`src/hw/rtl/sqlesc_pkg.sv`:
```
// ----------------------------------------------------------------------------
// sqlesc_pkg: shared types and constants of the byte escaper
// Request payloads, configuration registers, queue entries and the table of
// special bytes with their second characters.
// ----------------------------------------------------------------------------
package sqlesc_pkg;

  localparam int unsigned QUEUE_DEPTH_DEF = 4;
  localparam int unsigned PADDR_W         = 4;
  localparam int unsigned PDATA_W         = 32;

  localparam logic [7:0] SQL_BACKSLASH = 8'd92;
  localparam logic [7:0] SUB_BYTE      = 8'd26;
  localparam logic [7:0] NUL_BYTE      = 8'd0;
  localparam logic [7:0] LF_BYTE       = 8'd10;
  localparam logic [7:0] CR_BYTE       = 8'd13;
  localparam logic [7:0] SQUOTE_BYTE   = 8'd39;
  localparam logic [7:0] DQUOTE_BYTE   = 8'd34;
  localparam logic [7:0] CHAR_ZERO     = 8'h30;
  localparam logic [7:0] CHAR_N        = 8'h6E;
  localparam logic [7:0] CHAR_R        = 8'h72;
  localparam logic [7:0] CHAR_Z        = 8'h5A;
  localparam logic [7:0] NO_SECOND     = 8'd0;

  localparam logic       ESCAPE_MODE_RST     = 1'b0;
  localparam logic [7:0] ESCAPE_CHAR_RST     = 8'd92;
  localparam logic [7:0] TERMINATOR_CHAR_RST = 8'd9;

  typedef enum logic [1:0] {
    REG_ESCAPE_MODE     = 2'd0,
    REG_ESCAPE_CHAR     = 2'd1,
    REG_TERMINATOR_CHAR = 2'd2
  } reg_idx_t;

  typedef enum logic {
    MODE_SQL       = 1'b0,
    MODE_LOAD_DATA = 1'b1
  } escape_mode_t;

  typedef struct packed {
    logic [7:0] in_byte;
    logic       stream_end;
  } in_item_t;

  typedef struct packed {
    logic [7:0] out_byte;
    logic       item_done;
    logic       stream_done;
  } out_item_t;

  typedef struct packed {
    logic       escape_mode;
    logic [7:0] escape_char;
    logic [7:0] terminator_char;
  } cfg_t;

  typedef struct packed {
    logic [3:0][7:0] bytes;
    logic [1:0]      last_idx;
    logic            stream_end;
  } work_t;

  function automatic logic [7:0] second_char(input logic [7:0] c);
    logic [7:0] s;
    case (c)
      NUL_BYTE:      s = CHAR_ZERO;
      LF_BYTE:       s = CHAR_N;
      CR_BYTE:       s = CHAR_R;
      SUB_BYTE:      s = CHAR_Z;
      SQUOTE_BYTE:   s = SQUOTE_BYTE;
      DQUOTE_BYTE:   s = DQUOTE_BYTE;
      SQL_BACKSLASH: s = SQL_BACKSLASH;
      default:       s = NO_SECOND;
    endcase
    return s;
  endfunction

endpackage

```
`src/hw/rtl/sql_load_data_byte_escaper.sv`:
```
// ----------------------------------------------------------------------------
// sql_load_data_byte_escaper: escapes text field bytes for SQL or load data
// Each request on the input channel carries one source byte and a flag for
// the last byte of the field. The output channel carries one escaped byte
// per request, flagged on the last byte of each source byte and of the field.
// An APB-style port holds the mode, the escape byte and the terminator byte;
// they are to be written only while no request is in flight; the user is
// bound by this, as the block does not enforce it. An accepted byte passes
// through a queue slot and then the output register. Throughput: one input
// request per cycle while each expands to one byte and out_stall is low. The
// output register moves one byte per cycle unless stalled. A four-entry queue
// between intake and output absorbs bursts of special bytes; in_stall rises
// only when that queue is full.
// When the receiver stalls, the output byte holds and the queue fills, then
// in_stall rises.
// Reset empties the queue, drops out_valid and loads the register defaults:
// SQL mode, escape byte backslash, terminator tab.
// ----------------------------------------------------------------------------
module sql_load_data_byte_escaper #(
  parameter int unsigned QUEUE_DEPTH = sqlesc_pkg::QUEUE_DEPTH_DEF
) (
  input  logic                              clk,
  input  logic                              rst_n,
  input  logic                              in_valid,
  output logic                              in_stall,
  input  sqlesc_pkg::in_item_t              in_data,
  output logic                              out_valid,
  input  logic                              out_stall,
  output sqlesc_pkg::out_item_t             out_data,
  input  logic                              psel,
  input  logic                              penable,
  input  logic                              pwrite,
  input  logic [sqlesc_pkg::PADDR_W-1:0]    paddr,
  input  logic [sqlesc_pkg::PDATA_W-1:0]    pwdata,
  output logic [sqlesc_pkg::PDATA_W-1:0]    prdata,
  output logic                              pready
);
  import sqlesc_pkg::*;

  cfg_t     cfg_r, cfg_nxt;
  reg_idx_t reg_idx;
  logic     wr_en;
  logic     push;
  logic     pop;
  logic     q_full;
  logic     q_empty;
  work_t    entry;
  work_t    head;

  assign pready  = 1'b1;
  assign wr_en   = psel && penable && pwrite;
  assign reg_idx = reg_idx_t'(paddr[3:2]);

  always_comb begin
    cfg_nxt = cfg_r;
    if (wr_en) begin
      case (reg_idx)
        REG_ESCAPE_MODE:     cfg_nxt.escape_mode     = pwdata[0];
        REG_ESCAPE_CHAR:     cfg_nxt.escape_char     = pwdata[7:0];
        REG_TERMINATOR_CHAR: cfg_nxt.terminator_char = pwdata[7:0];
        default:             cfg_nxt = cfg_r;
      endcase
    end
  end

  always_comb begin
    case (reg_idx)
      REG_ESCAPE_MODE:     prdata = {{(PDATA_W-1){1'b0}}, cfg_r.escape_mode};
      REG_ESCAPE_CHAR:     prdata = {{(PDATA_W-8){1'b0}}, cfg_r.escape_char};
      REG_TERMINATOR_CHAR: prdata = {{(PDATA_W-8){1'b0}}, cfg_r.terminator_char};
      default:             prdata = '0;
    endcase
  end

  always_ff @(posedge clk) begin
    if (!rst_n) begin
      cfg_r.escape_mode     <= ESCAPE_MODE_RST;
      cfg_r.escape_char     <= ESCAPE_CHAR_RST;
      cfg_r.terminator_char <= TERMINATOR_CHAR_RST;
    end else begin
      cfg_r <= cfg_nxt;
    end
  end

  sqlesc_front u_front (
    .in_valid (in_valid),
    .in_stall (in_stall),
    .in_data  (in_data),
    .cfg      (cfg_r),
    .q_full   (q_full),
    .push     (push),
    .entry    (entry)
  );

  sqlesc_queue #(
    .DEPTH (QUEUE_DEPTH)
  ) u_queue (
    .clk   (clk),
    .rst_n (rst_n),
    .push  (push),
    .din   (entry),
    .pop   (pop),
    .dout  (head),
    .full  (q_full),
    .empty (q_empty)
  );

  sqlesc_back u_back (
    .clk       (clk),
    .rst_n     (rst_n),
    .head      (head),
    .q_empty   (q_empty),
    .pop       (pop),
    .out_valid (out_valid),
    .out_stall (out_stall),
    .out_data  (out_data)
  );

endmodule

```
`src/hw/rtl/sqlesc_front.sv`:
```
// ----------------------------------------------------------------------------
// sqlesc_front: request intake and classification
// Accepts source bytes, expands each into its one to four escaped bytes and
// pushes the result into the work queue.
// ----------------------------------------------------------------------------
module sqlesc_front (
  input  logic                in_valid,
  output logic                in_stall,
  input  sqlesc_pkg::in_item_t in_data,
  input  sqlesc_pkg::cfg_t    cfg,
  input  logic                q_full,
  output logic                push,
  output sqlesc_pkg::work_t   entry
);
  import sqlesc_pkg::*;

  logic [7:0] sec;
  logic [7:0] sec2;
  logic       special;
  logic [2:0] n;

  assign in_stall = q_full;
  assign push     = in_valid && !q_full;
  assign sec      = second_char(in_data.in_byte);
  assign special  = (sec != NO_SECOND);
  assign sec2     = (sec == SQL_BACKSLASH) ? cfg.escape_char : sec;

  always_comb begin
    entry            = '0;
    entry.stream_end = in_data.stream_end;
    n                = 3'd0;
    if (cfg.escape_mode == MODE_SQL) begin
      if (special) begin
        entry.bytes[n[1:0]] = SQL_BACKSLASH;
        n = n + 3'd1;
        entry.bytes[n[1:0]] = sec;
        n = n + 3'd1;
      end else begin
        entry.bytes[n[1:0]] = in_data.in_byte;
        n = n + 3'd1;
      end
    end else begin
      if (special) begin
        if (cfg.escape_char == cfg.terminator_char) begin
          entry.bytes[n[1:0]] = cfg.escape_char;
          n = n + 3'd1;
        end
        entry.bytes[n[1:0]] = cfg.escape_char;
        n = n + 3'd1;
        if (sec2 == cfg.terminator_char) begin
          entry.bytes[n[1:0]] = cfg.escape_char;
          n = n + 3'd1;
        end
        entry.bytes[n[1:0]] = sec2;
        n = n + 3'd1;
      end else begin
        if (in_data.in_byte == cfg.terminator_char) begin
          entry.bytes[n[1:0]] = cfg.escape_char;
          n = n + 3'd1;
        end
        entry.bytes[n[1:0]] = in_data.in_byte;
        n = n + 3'd1;
      end
    end
    entry.last_idx = 2'(n - 3'd1);
  end

endmodule

```
`src/hw/rtl/sqlesc_queue.sv`:
```
// ----------------------------------------------------------------------------
// sqlesc_queue: work queue between intake and output
// A small first-in first-out queue of expanded entries with full and empty.
// ----------------------------------------------------------------------------
module sqlesc_queue #(
  parameter int unsigned DEPTH = sqlesc_pkg::QUEUE_DEPTH_DEF
) (
  input  logic              clk,
  input  logic              rst_n,
  input  logic              push,
  input  sqlesc_pkg::work_t din,
  input  logic              pop,
  output sqlesc_pkg::work_t dout,
  output logic              full,
  output logic              empty
);
  import sqlesc_pkg::*;

  localparam int unsigned PTR_W = $clog2(DEPTH);
  localparam int unsigned CNT_W = $clog2(DEPTH + 1);

  work_t             slots_r [DEPTH];
  logic [PTR_W-1:0]  wr_ptr_r, wr_ptr_nxt;
  logic [PTR_W-1:0]  rd_ptr_r, rd_ptr_nxt;
  logic [CNT_W-1:0]  count_r, count_nxt;

  assign full  = (count_r == CNT_W'(DEPTH));
  assign empty = (count_r == '0);
  assign dout  = slots_r[rd_ptr_r];

  always_comb begin
    wr_ptr_nxt = wr_ptr_r;
    rd_ptr_nxt = rd_ptr_r;
    count_nxt  = count_r;
    if (push) begin
      wr_ptr_nxt = (wr_ptr_r == PTR_W'(DEPTH - 1)) ? '0 : wr_ptr_r + PTR_W'(1);
    end
    if (pop) begin
      rd_ptr_nxt = (rd_ptr_r == PTR_W'(DEPTH - 1)) ? '0 : rd_ptr_r + PTR_W'(1);
    end
    if (push && !pop) begin
      count_nxt = count_r + CNT_W'(1);
    end else if (pop && !push) begin
      count_nxt = count_r - CNT_W'(1);
    end
  end

  always_ff @(posedge clk) begin
    if (!rst_n) begin
      wr_ptr_r <= '0;
      rd_ptr_r <= '0;
      count_r  <= '0;
    end else begin
      wr_ptr_r <= wr_ptr_nxt;
      rd_ptr_r <= rd_ptr_nxt;
      count_r  <= count_nxt;
    end
  end

  always_ff @(posedge clk) begin
    if (push) begin
      slots_r[wr_ptr_r] <= din;
    end
  end

endmodule

```
`src/hw/rtl/sqlesc_back.sv`:
```
// ----------------------------------------------------------------------------
// sqlesc_back: output serializer
// Walks the head entry of the work queue into the output register one byte
// per cycle while the output is not stalled; pops it as its last byte loads.
// ----------------------------------------------------------------------------
module sqlesc_back (
  input  logic                  clk,
  input  logic                  rst_n,
  input  sqlesc_pkg::work_t     head,
  input  logic                  q_empty,
  output logic                  pop,
  output logic                  out_valid,
  input  logic                  out_stall,
  output sqlesc_pkg::out_item_t out_data
);
  import sqlesc_pkg::*;

  logic [1:0] idx_r, idx_nxt;
  logic       out_valid_r, out_valid_nxt;
  out_item_t  out_data_r, out_data_nxt;
  logic       load;
  logic       last;

  assign load = !q_empty && (!out_valid_r || !out_stall);
  assign last = (idx_r == head.last_idx);
  assign pop  = load && last;

  always_comb begin
    idx_nxt       = idx_r;
    out_valid_nxt = out_valid_r;
    out_data_nxt  = out_data_r;
    if (load) begin
      idx_nxt                  = last ? 2'd0 : idx_r + 2'd1;
      out_valid_nxt            = 1'b1;
      out_data_nxt.out_byte    = head.bytes[idx_r];
      out_data_nxt.item_done   = last;
      out_data_nxt.stream_done = last && head.stream_end;
    end else if (!out_stall) begin
      out_valid_nxt = 1'b0;
    end
  end

  always_ff @(posedge clk) begin
    if (!rst_n) begin
      idx_r       <= '0;
      out_valid_r <= 1'b0;
    end else begin
      idx_r       <= idx_nxt;
      out_valid_r <= out_valid_nxt;
    end
  end

  always_ff @(posedge clk) begin
    out_data_r <= out_data_nxt;
  end

  assign out_valid = out_valid_r;
  assign out_data  = out_data_r;

endmodule

```
`config.mk`:
```
export PLATFORM = sky130hd
export DESIGN_NAME = sql_load_data_byte_escaper
export DESIGN_NICKNAME = d
export VERILOG_FILES = /design/src/hw/rtl/sqlesc_pkg.sv /design/src/hw/rtl/sql_load_data_byte_escaper.sv /design/src/hw/rtl/sqlesc_front.sv /design/src/hw/rtl/sqlesc_queue.sv /design/src/hw/rtl/sqlesc_back.sv
export SDC_FILE = /design/constraint.sdc
export NUM_CORES = 1
export LEC_CHECK = 0
export BUFFER_PORTS_ARGS = -buffer_cell sky130_fd_sc_hd__clkbuf_2
export CORE_ASPECT_RATIO = 1.2
export CORE_UTILIZATION = 58
export CTS_CLUSTER_DIAMETER = 100
export CTS_CLUSTER_SIZE = 8
export DETAILED_ROUTE_END_ITERATION = 6
export PLACE_DENSITY = 0.79
export REMOVE_ABC_BUFFERS = 1
export SLEW_MARGIN = 20
export SYNTH_ARGS = -nofsm -noshare
export SYNTH_HDL_FRONTEND = slang
export SYNTH_SLANG_ARGS = --single-unit
```
`constraint.sdc`:
```
create_clock -name clk -period 5.8 [get_ports clk]
set_input_delay 1.16 -clock clk [delete_from_list [all_inputs] [get_ports clk]]
set_output_delay 1.16 -clock clk [all_outputs]
set_load 0.03 [all_outputs]
```
==> out/metrics.cfg <==
[outcome]
status=complete, no violations

[floorplan]
start_util=0.592
coreArea_sq_mm=0.0144
die_w_microns=113
die_area_sq_mm=0.0152
rows=48
io_pins=97
die_y_microns=135

[critical_path]
slowest_delay_ns=0.36
cp-end-kind=flip-flop
cp_max_fo=15
required_ns=5.91
crit_path_top_delay_cell=ha_1
crit_top_cell=inv_1
crit_path_cell_trace=clkbuf_2 -> and4bb_1 -> o31a_1 -> nor2_2 -> o22a_1 -> nand4_2 -> nor3_4 -> inv_1 -> ha_1 -> inv_1 -> nand2_1 -> nor4_1 -> o21ai_0 -> o311ai_0
worstPathArrival_ns=4.64
critPathLaunchType=primary input
cp_num_buf_inv=3
critical-path-top-delay-family=simple AND/OR/NAND/NOR gates
critical_path_class=primary input to flip-flop

[clocking]
clk_latency_ns=0.43
cts_buffers=17
clk_pin_slew_ns=0.07
postCtsHoldBufs=0
ctsRootBufferMaster=clkbuf_16
cts_tree=built
post_cts_buffers=0
postCtsResizedCells=0
cts.sinks=179
clock_path_buffers=2
ctsHtreeMaxLevel=4

[pwr]
leakagePower_nw=3.24
worst_ir_drop_vdd_uv=274
p_per_area_mw_per_mm2=388

[timing]
period_share=0.782
hold_violations=0
slew_viol_final=0
layout_min_cycle_time_ns=4.53
slew-limit-headroom=0.355
worstMarginPinSlew_ns=0.965
rsz0062_at_grt=no
layout_setup_ws_ns=1.27
fmax_ghz=0.221
setup_viol=0
finClkSkew_ns=0.0167
fin_setup_tns_ns=0

[finish]
nets=693
n_antenna_cell=0
layout-drive-gt1-share=0.214
synthToLayoutAreaGrowth_pct=8.96
final_util=0.645
final_design_area_no_fill_sq_mm=0.00927
layout_commonest_cell=edfxtp_1
fin_cells=819
mostFrequentLayoutCells=150 x edfxtp_1, 49 x nand2_1, 45 x clkbuf_2, 43 x mux4_2, 28 x dfxtp_1

[route]
num_vias=5189
post-route-drc-count=0
first_pass_iters=5
post_drt_wl_per_cell_microns=21.7
ant_nets=0
via_per_inst=6.34
drtIter0Drc=533
wirelength_microns=17800

[yosys]
ys_seq_area_frac=0.598
synth_top_area_share=0.530
synth_flop_cell=edfxtp_1
yosysWarningCount=0
yosys-top-cells-area=edfxtp_1 53%, mux4_2 11%, dfxtp_1 6.8%
synth-edff-count=150
synth_area_sq_mm=0.00850
synth_top_cell_by_area=edfxtp_1
synth_cells=607
syn_avg_cell_area_sq_um=14.0
post_synth_num_cell_types=65
ys_seq_elements=179
synthArstFlopShare=0

[place]
place_area_sq_mm=0.00869
pre_cts_ws_ns=0.927
hpwl_microns=11600
io_buffers=45
gp_congestion=0.927
dp_cells=787

[global_routing]
grt_usage=0.249
grt_pass1_wl_microns=27900
first_global_vias=5208
grt_max_degree=36
grt-ovfl-total=0
antenna_found_initial=0

[flow_run]
drv_cap=0

[min_path]
hold_path_class=flip-flop to flip-flop

==> worst paths after layout <==
check / from / end / slack [ns] / cells past startpoint
setup reg to reg: cfg_r[8] / u_queue.slots_r[0][14] / 2.33 / 12
setup / recovery: in_data[3] / u_queue.slots_r[0][14] / 1.27 / 14
hold / removal: u_queue.rd_ptr_r[0] / flip-flop / 0.51 / 2
hold reg to reg: u_queue.rd_ptr_r[0] / flip-flop / 0.51 / 2
==> worst min-delay path, delay by kind of cell (launching register included) <==
kind	cells	cell delay [ns]
simple gates	1	0.05
compound gates	1	0.09
flops	1	0.32
==> cell type report <==
class,count,area [sq um]
flip-flops and latches,179,5090
well taps,175,219
clock buffers,18,429
clock inverters,14,143
multi-input cells,365,3050
inverters,16,60.1
repair buffers,52,278
fillers,992,5090
==> flip-flops by register name (all words and copies together), names as in the netlist, named ones only <==
register and count:
u_back.out_valid 1, u_back.idx_r 2, u_queue.rd_ptr_r 2, u_queue.slots_r 140, cfg_r 17, u_queue.count_r 3, u_back.out_data 10, u_queue.wr_ptr_r 2
==> synth_stat cells, drive strengths merged (8+ instances only) <==
cell    number
a21oi       13
a22o         8
and2         9
buf         41
clkbuf      29
dfxtp       29
edfxtp     150
ha           9
inv         16
mux2i       14
mux4        43
nand2       49
nand3       18
nor2        24
nor2b       17
o21ai       19
xnor2       16
xor2         8
==> power breakdown <==
group	switching, mW	internal (mW)
clock network	0.501	0.605
registers	0.0740	1.58
logic	0.468	0.369
==> metal layers <==
metal  GRT usage  up-vias  routed length [microns]
met4       0.109        0                      448
met3      0.0431       36                     1130
met1       0.319     2586                     7030
met5           0        -                        0
li1            -     2319                        -
met2       0.423      248                     9160
==> per-stage QoR <==
| step | total power, mW | hold slack, ns |
|---|---|---|
| floorplan | 2.31 | 0.473 |
| global placement | 2.49 | 0.466 |
| detailed placement | 2.53 | 0.505 |
| CTS | 3.63 | 0.515 |
| global route | 3.75 | 0.546 |
| finish | 3.60 | 0.510 |
==> logic make-up (layout without fill, tap and decap cells) <==
| group | after synthesis | in the layout | share of synthesized area |
|---|---|---|---|
| AO/OA/AOI/OAI | 88 | 88 | 0.0731 |
| AND/OR/NAND/NOR | 161 | 161 | 0.104 |
| flip-flops | 179 | 179 | 0.598 |
| XOR/XNOR | 24 | 24 | 0.0247 |
| multiplexers | 57 | 57 | 0.130 |
| other | 2 | 25 | 0.000883 |
| buffers and inverters | 86 | 100 | 0.0534 |
| adder cells (fa/ha/maj) | 10 | 10 | 0.0156 |
Note: power is estimated with default switching activity, not from simulation.
